--- src/oems_pkg.sv ---
// Shared types, sizes and the network partner function for the odd-even merge sorter.
package oems_pkg;

    // Set size and derived widths
    localparam int NUM_ELEMENTS = 16;
    localparam int IDX_W        = $clog2(NUM_ELEMENTS);
    localparam int CNT_W        = $clog2(NUM_ELEMENTS + 1);
    localparam int LOG_N        = $clog2(NUM_ELEMENTS);
    localparam int NUM_STAGES   = LOG_N * (LOG_N + 1) / 2;
    localparam int STAGE_W      = $clog2(NUM_STAGES + 1);

    // Queue between front and back
    localparam int QUEUE_DEPTH = 4;
    localparam int QPTR_W      = $clog2(QUEUE_DEPTH);
    localparam int QLVL_W      = $clog2(QUEUE_DEPTH + 1);

    // Filler for unused slots: never moves under a strict compare-exchange
    localparam logic signed [31:0] PAD_VALUE = 32'sh7FFF_FFFF;

    typedef struct packed {
        logic signed [31:0] value;
        logic               last;
    } in_word_t;

    typedef struct packed {
        logic signed [31:0] sorted_value;
        logic               final_res;
    } out_word_t;

    // One queued word: the value and whether it closes its set
    typedef struct packed {
        logic signed [31:0] value;
        logic               close;
    } queue_entry_t;

    typedef struct packed {
        logic              full;
        logic              empty;
        logic [QLVL_W-1:0] level;
    } queue_stat_t;

    // Partner of slot x in network stage s; x itself when x sits out the stage.
    // Stages run p = 1, 2, 4, ... and, within each, k = p down to 1.
    function automatic int cex_partner(int s, int x);
        int c;
        int p;
        int k;
        int off;
        int res;
        c   = 0;
        p   = 1;
        k   = 1;
        res = x;
        for (int lp = 0; lp < LOG_N; lp++) begin
            for (int lk = lp; lk >= 0; lk--) begin
                if (c == s) begin
                    p = 1 << lp;
                    k = 1 << lk;
                end
                c++;
            end
        end
        off = k & (p - 1);
        if ((x >= off) && (((x - off) & (2 * k - 1)) < k) && (x + k < NUM_ELEMENTS) &&
            ((x & ~(2 * p - 1)) == ((x + k) & ~(2 * p - 1)))) begin
            res = x + k;
        end else if ((x - k >= off) && (((x - k - off) & (2 * k - 1)) < k) &&
                     ((x & ~(2 * p - 1)) == ((x - k) & ~(2 * p - 1)))) begin
            res = x - k;
        end
        return res;
    endfunction

endpackage

--- src/oems_queue.sv ---
// Short word queue between the front end and the sorting back end.
module oems_queue
    import oems_pkg::*;
(
    input  logic         clk,
    input  logic         rst_n,
    input  logic         push,
    input  queue_entry_t push_entry,
    input  logic         pop,
    output queue_entry_t head,
    output queue_stat_t  q_stat
);

    queue_entry_t      store_reg [QUEUE_DEPTH];
    logic [QPTR_W-1:0] wr_ptr_reg;
    logic [QPTR_W-1:0] wr_ptr_next;
    logic [QPTR_W-1:0] rd_ptr_reg;
    logic [QPTR_W-1:0] rd_ptr_next;
    logic [QLVL_W-1:0] level_reg;
    logic [QLVL_W-1:0] level_next;
    logic              do_push;
    logic              do_pop;

    assign q_stat.full  = (level_reg == QLVL_W'(QUEUE_DEPTH));
    assign q_stat.empty = (level_reg == '0);
    assign q_stat.level = level_reg;
    assign head         = store_reg[rd_ptr_reg];

    assign do_push = push && !q_stat.full;
    assign do_pop  = pop && !q_stat.empty;

    // Advance pointers with explicit wrap, track fill level
    always_comb
    begin
        wr_ptr_next = wr_ptr_reg;
        rd_ptr_next = rd_ptr_reg;
        level_next  = level_reg;
        if (do_push)
        begin
            wr_ptr_next = (wr_ptr_reg == QPTR_W'(QUEUE_DEPTH - 1)) ? '0
                                                                  : wr_ptr_reg + QPTR_W'(1);
        end
        if (do_pop)
        begin
            rd_ptr_next = (rd_ptr_reg == QPTR_W'(QUEUE_DEPTH - 1)) ? '0
                                                                  : rd_ptr_reg + QPTR_W'(1);
        end
        case ({do_push, do_pop})
            2'b10:   level_next = level_reg + QLVL_W'(1);
            2'b01:   level_next = level_reg - QLVL_W'(1);
            default: level_next = level_reg;
        endcase
    end

    always_ff @(posedge clk or negedge rst_n)
    begin
        if (!rst_n)
        begin
            wr_ptr_reg <= '0;
            rd_ptr_reg <= '0;
            level_reg  <= '0;
        end
        else
        begin
            wr_ptr_reg <= wr_ptr_next;
            rd_ptr_reg <= rd_ptr_next;
            level_reg  <= level_next;
        end
    end

    // Hold queued words
    always_ff @(posedge clk)
    begin
        if (do_push)
        begin
            store_reg[wr_ptr_reg] <= push_entry;
        end
    end

endmodule

--- config.mk ---
export PLATFORM = sky130hd
export DESIGN_NAME = oems_queue
export DESIGN_NICKNAME = d
export VERILOG_FILES = /design/src/oems_pkg.sv /design/src/oems_queue.sv
export SDC_FILE = /design/constraint.sdc
export NUM_CORES = 1
export LEC_CHECK = 0
export ABC_AREA = 1
export BUFFER_PORTS_ARGS = -buffer_cell sky130_fd_sc_hd__buf_2
export CAP_MARGIN = 20
export CORE_ASPECT_RATIO = 1.4
export CORE_MARGIN = 2
export CORE_UTILIZATION = 62
export CTS_CLUSTER_DIAMETER = 100
export CTS_CLUSTER_SIZE = 16
export DETAILED_ROUTE_END_ITERATION = 7
export PLACE_DENSITY = 0.95
export SETUP_SLACK_MARGIN = 0.1
export SLEW_MARGIN = 20
export SYNTH_ARGS = -nofsm -noshare
export SYNTH_HDL_FRONTEND = slang
export SYNTH_SLANG_ARGS = --single-unit
--- constraint.sdc ---
create_clock -name clk -period 5.7 [get_ports clk]
set_input_delay 0.57 -clock clk [delete_from_list [all_inputs] [get_ports clk]]
set_output_delay 0.57 -clock clk [all_outputs]
set_load 0.1 [all_outputs]
# After elaboration in Yosys (flattened, before gate mapping)
# Memories as Yosys holds them, arrays and structs flattened.
# Cells that the tools add are included.
totals:
  regBits: 7
  output_inout_bits: 38
  ramBits: 132
  word_cells: 24
  memories: 1
op_classes:
  add_sub_neg: 4
  n_mux: 5
  n_reduce_logical: 6
  eq_ne: 5
memory_table:
  columns: ["name", "words", "width", "rd", "rd_clocked_by_memory_dff", "wr", "line", "text"]
  rows:
  - ["store_reg", 4, 33, 1, 0, 1, "oems_queue.sv:14", "queue_entry_t store_reg [QUEUE_DEPTH];"]
op_table:
  columns: ["op", "n"]
  rows:
  - ["$eq 2x2->1 const B", 3]
  - ["$pmux 3 s2", 1]
  - ["$add 2x1->2 const B", 2]
  - ["$mux 2", 2]
  - ["$add 3x1->3 const B", 1]
  - ["$eq 3x3->1 const B", 1]
  - ["$logic_not 3->1", 1]
  - ["$sub 3x1->3 const B", 1]
  - ["$eq 2x1->1 const B", 1]
  - ["$logic_and 1x1->1", 2]
  - ["$logic_not 1->1", 2]
  - ["$mux 1", 2]
  - ["$reduce_bool 2->1", 1]

# Depth between registers and ports, before layout
depth:
  ltp_word: 5
  mapped_depth: 12
  depth_no_buf: 12

# Worst setup path before layout
# Ideal clock, no wire load.
synth_path:
  path_type: "register to register"
  startpoint: "register level_reg[0]"
  endpoint: "memory store_reg[0][0] (netlist name) (enable)"
  arrival_ps: 2838
  required_ps: 5277
  path_slack_ps: 2439
  path_buffers: 0
  setup_ps: 423
  path_stages_with_launch: 5
  path_cell_list: "dfrtp_1 > inv_2 > nand3_1 > nand2_1 > nor2_1"
synth_via:
  elab_chain_len: 5
synth_rtl:
  columns: ["element", "line", "text"]
  rows:
  - ["start, declared", "oems_queue.sv:19", "logic [QLVL_W-1:0] level_reg;"]
  - ["start signal, assigned", "oems_queue.sv:67", "level_reg <= level_next;"]
  - ["$eq 3x3->1", "oems_queue.sv:24", "assign q_stat.full = (level_reg == QLVL_W'(QUEUE_DEPTH));"]
  - ["$logic_not 1->1", "oems_queue.sv:29", "assign do_push = push && !q_stat.full;"]
  - ["$logic_and 1x1->1", "oems_queue.sv:29", null]
  - ["$mux 1", "oems_queue.sv:74", "if (do_push)"]
  - ["$mux 1 (not written as such)", "oems_queue.sv:76", "store_reg[wr_ptr_reg] <= push_entry;"]
  - ["end, declared", "oems_queue.sv:14", null]
# Every way passes these cells.

==> flow_summary.ini <==
[final_layout]
final_common_cell = edfxtp_1
drive_gt1_frac = 0.315
final_util = 0.742
fill_cells = 548
final_cell_mix = 132 x edfxtp_1, 94 x nand2_1, 77 x inv_1
area_growth_pct = 17.5
largest_register_ffs = 132
diodes = 0
fin_nets = 565

[sta]
timing.hold.ws_ns = 0.376
tightest_slew_ns = 1.08
rsz0062_at_grt = false
hold_viol = 0
setup_viol = 0
relSlewSlack = 0.280
max_freq_mhz = 286
maxSlewViolCount = 0
finalSetupTns_ns = 0
fin_crit_sh = 0.614
finClkSkew_ns = 0.00626
fin_crit_ns = 3.50

[worst_setup_path]
critical_path.slowest_cell = dfrtp_4
crit_required_ns = 5.13
cp.depth = 4
worst_r2r_startpoint = level_reg[0]$_DFFE_PN0P_
max_stage_delay_ns = 1.02
crit_path_end_kind = output pin
critical-path-top-delay-family = buffers and inverters
rrSetupSlack_ns = 3.44
criticalPathCategory = reg2out
worstRegToRegCells = 4
crit_arrival_ns = 2.93
rr_endpoint = store_reg[2][28]$_DFFE_PP_
critical_path.startpoint_type = flop
path_buf_inv = 2
startpoint = rd_ptr_reg[0]$_DFFE_PN0P_
endpoint = head[19]
crit_fanout = 79
crit_chain = buf_4 > o211ai_1 > nand2_1 > buf_2

[clock_tree]
clock-sinks = 139
htreeDepth = 4
cts_setup_buffers = 0
clk_latency_ns = 0.41
numCtsBuffers = 17
cts_tree = built
postCtsResizedCells = 0
clock_path_buffers = 2
clk_pin_slew_worst_paths_ns = 0.05
clock_tree.root_cell = clkbuf_16

[synth]
synth_area_per_cell_um2 = 13.3
synth_nets = 490
yosysWarnings = 0
ys_seq_area_frac = 0.697
synthesis.instances = 446
synth_seq_cells = 139
syn_area_um2 = 5940
synth.distinct_cells = 18

[floorplanning]
ios = 75
dieArea_um2 = 10400
rows = 42
fp.dieH_um = 120
initial_core_util = 0.632
die_width_um = 86.7
core-area_um2 = 9410

[global_route]
gr-total-overflow = 0
grt_usage = 0.226
grt_pass1_wl_mm = 17.4
grt_pass1_vias = 3557
antenna_found_initial = 0
grt_max_degree = 80

[worst_hold_path]
min_path_type = in2reg
min_path_cells = 1

[detailed_routing]
ant_nets = 0
viasPerCell = 5.50
dr.pass1.iters = 4
dr_total_vias = 3544
detail_route.wl_per_cell_um = 17.0
dr.first_iter.drc_count = 286
wl_mm = 11.0
drc = 0

[outcome]
outcome = complete, no violations

[flow_run]
maxCapViolations = 0

[placement]
port_buffers = 74
post-dp-hpwl_mm = 6.46
gp_congestion = 0.755
## layer usage
| layer | vias up | GRT usage | part of all wire |
|---|---|---|---|
| met3 | 28 | 0.0653 | 0.052 |
| met2 | 140 | 0.386 | 0.54 |
| met5 | - | 0 | 0 |
| li1 | 1684 | - | - |
| met4 | 0 | 0.0996 | 0.025 |
| met1 | 1692 | 0.263 | 0.38 |
## layout make-up
class	instances	area (um^2)	area share
tap	110	138	0.0197
sequential	139	4140	0.593
clock buffer	18	429	0.0615
clock inverter	14	201	0.0288
inverter	82	308	0.0441
multi-input combinational	203	1340	0.192
timing repair buffer	78	423	0.0606
## synth_stat cells
cell type / count / area share
nor2_1: 6 / 0.0038
buf_2: 11 / 0.0093
nand2_2: 20 / 0.021
nand3_1: 7 / 0.0059
nand4_1: 1 / 0.0011
buf_6: 10 / 0.019
nand2_1: 94 / 0.059
o21ai_0: 1 / 0.00084
o211ai_1: 33 / 0.042
o211ai_2: 33 / 0.070
xnor2_1: 1 / 0.0015
inv_2: 5 / 0.0032
buf_8: 1 / 0.0025
dfrtp_1: 7 / 0.029
ha_1: 6 / 0.013
inv_1: 77 / 0.049
edfxtp_1: 132 / 0.67
fa_1: 1 / 0.0034
## what timing repair did
item | in CTS | in global routing
hold buffers | 1 | 0
hold endpoints to repair | 7 | 0
endpoints found under the setup margin | 0 | 0
## metrics by stage
step	cells	area, um^2	worst slack [ns]
floorplan	446	5940	2.44
global placement	610	6310	2.74
detailed placement	610	6310	2.66
CTS	643	6960	2.19
global route	644	6980	2.02
finish	644	6980	2.20
## kinds of logic (layout without fill, tap and decap cells)
logic type      Yosys count  after routing  share of synthesized area
compound gates           67             67                      0.112
simple gates            128            128                     0.0912
buf+inv                 104            192                     0.0826
xor+xnor                  1              1                    0.00147
fa+ha+maj                 7              7                     0.0160
flops                   139            139                      0.697
## worst min path at each step
| stage | from | end | slack, ns |
|---|---|---|---|
| 2_1_floorplan | rst_n | level_reg[0]$_DFFE_PN0P_ | 0.27 |
| 5_1_grt | push_entry[17] | store_reg[3][17]$_DFFE_PP_ | 0.37 |
| 3_5_place_dp | rst_n | level_reg[2]$_DFFE_PN0P_ | 0.42 |
| 3_3_place_gp | rst_n | level_reg[2]$_DFFE_PN0P_ | 0.41 |
| 6_report | push_entry[16] | store_reg[1][16]$_DFFE_PP_ | 0.38 |
| 4_1_cts | push_entry[16] | store_reg[3][16]$_DFFE_PP_ | 0.36 |
Power is not shown: default switching activity piles up to over one toggle a cycle in this logic, so the estimate is an artifact.
