<file path="src/oems_pkg.sv">
// Shared types, sizes and the network partner function for the odd-even merge sorter.
package oems_pkg;

    // Set size and derived widths
    localparam int NUM_ELEMENTS = 16;
    localparam int IDX_W        = $clog2(NUM_ELEMENTS);
    localparam int CNT_W        = $clog2(NUM_ELEMENTS + 1);
    localparam int LOG_N        = $clog2(NUM_ELEMENTS);
    localparam int NUM_STAGES   = LOG_N * (LOG_N + 1) / 2;
    localparam int STAGE_W      = $clog2(NUM_STAGES + 1);

    // Queue between front and back
    localparam int QUEUE_DEPTH = 4;
    localparam int QPTR_W      = $clog2(QUEUE_DEPTH);
    localparam int QLVL_W      = $clog2(QUEUE_DEPTH + 1);

    // Filler for unused slots: never moves under a strict compare-exchange
    localparam logic signed [31:0] PAD_VALUE = 32'sh7FFF_FFFF;

    typedef struct packed {
        logic signed [31:0] value;
        logic               last;
    } in_word_t;

    typedef struct packed {
        logic signed [31:0] sorted_value;
        logic               final_res;
    } out_word_t;

    // One queued word: the value and whether it closes its set
    typedef struct packed {
        logic signed [31:0] value;
        logic               close;
    } queue_entry_t;

    typedef struct packed {
        logic              full;
        logic              empty;
        logic [QLVL_W-1:0] level;
    } queue_stat_t;

    // Partner of slot x in network stage s; x itself when x sits out the stage.
    // Stages run p = 1, 2, 4, ... and, within each, k = p down to 1.
    function automatic int cex_partner(int s, int x);
        int c;
        int p;
        int k;
        int off;
        int res;
        c   = 0;
        p   = 1;
        k   = 1;
        res = x;
        for (int lp = 0; lp < LOG_N; lp++) begin
            for (int lk = lp; lk >= 0; lk--) begin
                if (c == s) begin
                    p = 1 << lp;
                    k = 1 << lk;
                end
                c++;
            end
        end
        off = k & (p - 1);
        if ((x >= off) && (((x - off) & (2 * k - 1)) < k) && (x + k < NUM_ELEMENTS) &&
            ((x & ~(2 * p - 1)) == ((x + k) & ~(2 * p - 1)))) begin
            res = x + k;
        end else if ((x - k >= off) && (((x - k - off) & (2 * k - 1)) < k) &&
                     ((x & ~(2 * p - 1)) == ((x - k) & ~(2 * p - 1)))) begin
            res = x - k;
        end
        return res;
    endfunction

endpackage

</file>
<file path="src/oems_front.sv">
// Front end: accepts input words, tracks set length and tags set-closing words.
module oems_front
    import oems_pkg::*;
(
    input  logic         clk,
    input  logic         rst_n,
    input  logic         item_valid,
    output logic         item_ready,
    input  in_word_t     item,
    input  queue_stat_t  q_stat,
    output logic         push,
    output queue_entry_t push_entry
);

    logic [IDX_W-1:0] cnt_reg;
    logic [IDX_W-1:0] cnt_next;
    logic             close;

    // Accept whenever the queue has room
    assign item_ready = !q_stat.full;
    assign push       = item_valid && item_ready;

    // Close the set on last or when it fills up
    assign close = item.last || (cnt_reg == IDX_W'(NUM_ELEMENTS - 1));

    assign push_entry.value = item.value;
    assign push_entry.close = close;

    // Advance the element count, restart after a closing word
    always_comb
    begin
        cnt_next = cnt_reg;
        if (push)
        begin
            cnt_next = close ? '0 : cnt_reg + IDX_W'(1);
        end
    end

    always_ff @(posedge clk or negedge rst_n)
    begin
        if (!rst_n)
        begin
            cnt_reg <= '0;
        end
        else
        begin
            cnt_reg <= cnt_next;
        end
    end

endmodule

</file>
<file path="config.mk">
export PLATFORM = sky130hd
export DESIGN_NAME = oems_front
export DESIGN_NICKNAME = d
export VERILOG_FILES = /design/src/oems_pkg.sv /design/src/oems_front.sv
export SDC_FILE = /design/constraint.sdc
export NUM_CORES = 1
export LEC_CHECK = 0
export ABC_AREA = 1
export BUFFER_PORTS_ARGS = -buffer_cell sky130_fd_sc_hd__buf_2
export CORE_ASPECT_RATIO = 0.75
export CORE_UTILIZATION = 28
export CTS_CLUSTER_SIZE = 8
export DETAILED_ROUTE_END_ITERATION = 8
export PLACE_DENSITY = 0.83
export SLEW_MARGIN = 20
export SYNTH_ARGS = -nofsm -noshare
export SYNTH_HDL_FRONTEND = slang
export SYNTH_SLANG_ARGS = --single-unit
</file>
<file path="constraint.sdc">
create_clock -name clk -period 1.3 [get_ports clk]
set_input_delay 0.195 -clock clk [delete_from_list [all_inputs] [get_ports clk]]
set_output_delay 0.195 -clock clk [all_outputs]
set_load 0.02 [all_outputs]
</file>
### Yosys cells after proc, flatten, opt, wreduce, memory -nomap -nowiden

Cells that the tools add are included.

* $add $sub $neg: 1
* equality and inequality tests: 1
* muxes and demuxes: 1
* reductions and logical operators: 3

Operator list (count)
* $add A4 B1 Y4 const B: 1
* $eq A4 B4 Y1 const B: 1
* $mux W4: 1
* $logic_and A1 B1 Y1: 1
* $logic_not A1 Y1: 1
* $logic_or A1 B1 Y1: 1

* register bits after elaboration: 4
* bits of input ports: 41

### Longest topological paths before layout

* word-level depth: 3
* gate-level depth with buffers: 6
* gate-level depth less buffers: 6

### Worst setup path after synthesis

OpenSTA, ideal clock, no wires.

* path kind: reg-to-output
* start: register cnt_reg[0]
* end: output push_entry[0] in the netlist's numbering
* arrival: 0.914 ns
* data required time: 1.105 ns
* path slack: 0.191 ns
* cell stages (with the launch flop): 5
* cell sequence: dfrtp_1 -> ha_1 -> nand3_2 -> nand2_2 -> buf_4

* longest elaborated chain between the ends: 2

RTL lines
* start, declared: RTL line oems_front.sv:15 `logic [IDX_W-1:0] cnt_reg;`
* start signal, assigned: RTL line oems_front.sv:47 `cnt_reg <= cnt_next;`
* $eq A4 B4 Y1: RTL line oems_front.sv:24 `assign close = item.last || (cnt_reg == IDX_W'(NUM_ELEMENTS - 1));`
* $logic_or A1 B1 Y1: RTL line oems_front.sv:24
* end, declared: RTL line oems_front.sv:12 `output queue_entry_t push_entry`

No other way between the ends.

==> summary.log <==
qor: cells_and_area.most_used_cells_in_the_layout_excluding_fill_and_tap_cells sky130_fd_sc_hd__nand2_1, sky130_fd_sc_hd__buf_2, sky130_fd_sc_hd__inv_1, sky130_fd_sc_hd__dfrtp_1, sky130_fd_sc_hd__buf_4
qor: sta.rsz0062_at_grt yes
qor: power_and_ir_drop.netSwitchingFraction 28.38%
qor: die.die_h 38.43 µm
qor: setup_path.slowest_stage sky130_fd_sc_hd__dfrtp_1
qor: cells_and_area.layout_commonest_cell sky130_fd_sc_hd__nand2_1
qor: setup_path.critical_path.startpoint cnt_reg[1]$_DFFE_PN0P_
qor: sta.slew_headroom 86.96%
qor: power_and_ir_drop.internal-power 303.8 µW
qor: sta.setup_viol 0
qor: cells_and_area.design_area 402.9 µm²
qor: die.die-width 50.58 µm
qor: clocking.cts_num_sinks 4
qor: power_and_ir_drop.power.total 424.1 µW
qor: grt.number_of_antenna_violations_at_the_first_check_in_global_routing 0
qor: clocking.cts_max_level 1
qor: placed_design.place.gp.congestion 0.7601
qor: power_and_ir_drop.power_density 1053 mW/mm²
qor: grt.grtUsageTotal 8.247%
qor: cells_and_area.area.growth.synth_to_final -18.69%
qor: placed_design.portBuffers 7
qor: setup_path.worst_setup_path_end_kind output pin
qor: logic_synthesis.syn_nets 107
qor: routing.drt_drc_violations_left 0
qor: routing.drt-wirelength-per-cell 11.00 µm
qor: routing.totalWireLength 748 µm
qor: grt.grt_overflow 0
qor: sta.finalSetupTns 0 ps
qor: routing.detail_route.vias_per_cell 4.206
qor: sta.post-route-min-period 1262 ps
qor: clocking.clock_latency 230 ps
qor: clocking.tritoncts built
qor: sta.hold_slack 263.0 ps
qor: power_and_ir_drop.power.static_leakage 0.1949 nW
qor: power_and_ir_drop.power_switching 120.4 µW
qor: setup_path.worst-path-buf-inv 1
qor: routing.first_iter_violations 6
qor: placed_design.post_dp_cell_area 309.0 µm²
qor: clocking.cts_made_buffers 3
qor: sta.final_min_period_over_clock_period 97.08%
qor: grt.grt_first_pass_wirelength 1.048 mm
qor: power_and_ir_drop.p_clk_share 34.5%
qor: die.initial_core_util 31.73%
qor: sta.tightest_slew 195.1 ps
qor: cells_and_area.drive_gt1_share 46.81%
qor: sta.worst_clock_skew 2.201 ps
qor: die.row_count 12
qor: setup_path.worst_r2r_startpoint cnt_reg[1]$_DFFE_PN0P_
qor: power_and_ir_drop.part_of_the_power_in_registers 38.3%
qor: clocking.cts-root-to-sink-buffers 2
qor: routing.detail-route-antenna-nets 0
qor: logic_synthesis.synth_sequential_area_ratio 20.20%
qor: min_path.hold_class input pin to flop
qor: logic_synthesis.ys_seq_elements 4
qor: grt.first_global_vias 271
qor: logic_synthesis.syn-cell-area 495.5 µm²
qor: setup_path.timing.critical_path.fanout_max 3
qor: cells_and_area.fin_util 25.80%
qor: sta.fin_max_slew_vios 0
qor: clocking.worst_setup_hold_path_clk_slew 30 ps
qor: logic_synthesis.synth.distinct_cells 15
qor: flow_run.maxCapViolCount 0
qor: power_and_ir_drop.vdd_drop_max 276.3 µV
qor: routing.firstDrtPassIters 2
qor: setup_path.timing.critical_path.cells ha_4 -> nand3_4 -> nand2_4 -> buf_6
qor: die.ios 76
qor: min_path.hp-start item[0]
qor: placed_design.detailedPlacementHpwl 506.3 µm
qor: cells_and_area.antenna_cells_inserted 0
qor: setup_path.worstSetupStartpointType flop
qor: routing.routed-via-count 286
qor: logic_synthesis.yosys_warnings 0
qor: setup_path.crit_path_max_incr_delay 400 ps
qor: cells_and_area.final_layout_net_count 91
qor: die.coreArea 0.001562 mm²
qor: setup_path.crit_type flop to output pin
qor: logic_synthesis.post_synth.cell_area_avg 7.623 µm²
qor: sta.max_freq 792.4 MHz
qor: grt.largest_net_degree_at_the_start_of_global_routing 9
qor: logic_synthesis.syn_inst 65
qor: die.die_area 0.001944 mm²
qor: setup_path.timing.critical_path.max_delay_family flip-flops
qor: setup_path.cp.required 1110 ps
qor: clocking.clock-root-buffer sky130_fd_sc_hd__clkbuf_4
qor: cells_and_area.flip_flop_count_of_the_largest_register_all_copies_and_words_added 4
qor: power_and_ir_drop.power.share.combinational 27.2%
qor: setup_path.crit_arrival 1070 ps
qor: status.outcome completed
qor: sta.report.final.hold_viol_count 0
## layer usage
layer / vias to the layer above / global-route usage, % / share of wire, %
met5: - / 0 / 0
met1: 128 / 6.103 / 34
met4: 0 / 11.81 / 2.5
met2: 20 / 13.67 / 52
li1: 130 / - / -
met3: 8 / 4.365 / 11
## cells by family (layout without fill, tap and decap cells)
logic type / Yosys count / in the layout / synth area share, %
AO/OA/AOI/OAI: 4 / 4 / 5.050
flip-flops: 4 / 4 / 20.20
AND/OR/NAND/NOR: 17 / 17 / 17.68
adder cells (fa/ha/maj): 1 / 1 / 2.525
buffers and inverters: 39 / 21 / 54.55
## stage by stage
step | setup WS (ps) | std cells
floorplan | 191.2 | 65
global placement | 156.6 | 60
detailed placement | 133.5 | 60
CTS | 5.987 | 68
global route | -15.93 | 68
finish | 37.96 | 68
## final timing paths
check	end	slack [ps]	cells past startpoint
min in group asynchronous	cnt_reg[3]$_DFFE_PN0P_	300	2
min	cnt_reg[0]$_DFFE_PN0P_	260	4
max in group asynchronous	cnt_reg[2]$_DFFE_PN0P_	880	2
min reg2reg	cnt_reg[2]$_DFFE_PN0P_	600	2
max	push_entry[0]	40	4
max reg2reg	cnt_reg[2]$_DFFE_PN0P_	230	6
## cell usage after synthesis
| cell type | n | area, µm² |
|---|---|---|
| sky130_fd_sc_hd__o22ai_1 | 1 | 6.260 |
| sky130_fd_sc_hd__nand2_1 | 9 | 33.78 |
| sky130_fd_sc_hd__nand3_1 | 1 | 5.000 |
| sky130_fd_sc_hd__nand3_2 | 2 | 20.02 |
| sky130_fd_sc_hd__ha_1 | 1 | 12.51 |
| sky130_fd_sc_hd__nor2_4 | 1 | 11.26 |
| sky130_fd_sc_hd__o21ai_2 | 1 | 8.760 |
| sky130_fd_sc_hd__a21oi_1 | 1 | 5.000 |
| sky130_fd_sc_hd__buf_4 | 33 | 247.7 |
| sky130_fd_sc_hd__o21ai_1 | 1 | 5.000 |
| sky130_fd_sc_hd__nand2_2 | 1 | 6.260 |
| sky130_fd_sc_hd__inv_2 | 2 | 7.510 |
| sky130_fd_sc_hd__dfrtp_1 | 4 | 100.1 |
| sky130_fd_sc_hd__nor2_1 | 3 | 11.26 |
| sky130_fd_sc_hd__inv_1 | 4 | 15.01 |
## cell type report
class | count | area (µm²)
Multi-Input combinational cell | 22 | 150.1
Timing Repair Buffer | 12 | 81.33
Tap cell | 21 | 26.28
Clock buffer | 3 | 22.52
Inverter | 6 | 22.52
Fill cell | 173 | 1159
Sequential cell | 4 | 100.1
## worst min-delay path, cell delays in order
cell                      delay [ps]
sky130_fd_sc_hd__buf_2            80
sky130_fd_sc_hd__inv_2            50
sky130_fd_sc_hd__nand3_2          80
sky130_fd_sc_hd__o21ai_2          50
## repair_timing
item,in CTS,in global routing
hold buffers,1,0
endpoints found under the hold margin,4,0
buffers inserted,4,0
pin swaps,1,1
setup endpoints to repair,1,1
gates resized for setup,2,4
## power by group through the flow
stage | clock, mW | combinational [mW] | sequential, mW
2_1_floorplan | 0 | 0.196 | 0.156
3_3_place_gp | 0 | 0.0696 | 0.158
3_5_place_dp | 0 | 0.0733 | 0.160
4_1_cts | 0.158 | 0.101 | 0.155
5_1_grt | 0.158 | 0.129 | 0.165
6_report | 0.146 | 0.116 | 0.162
Power figures use the tool's default switching activity.
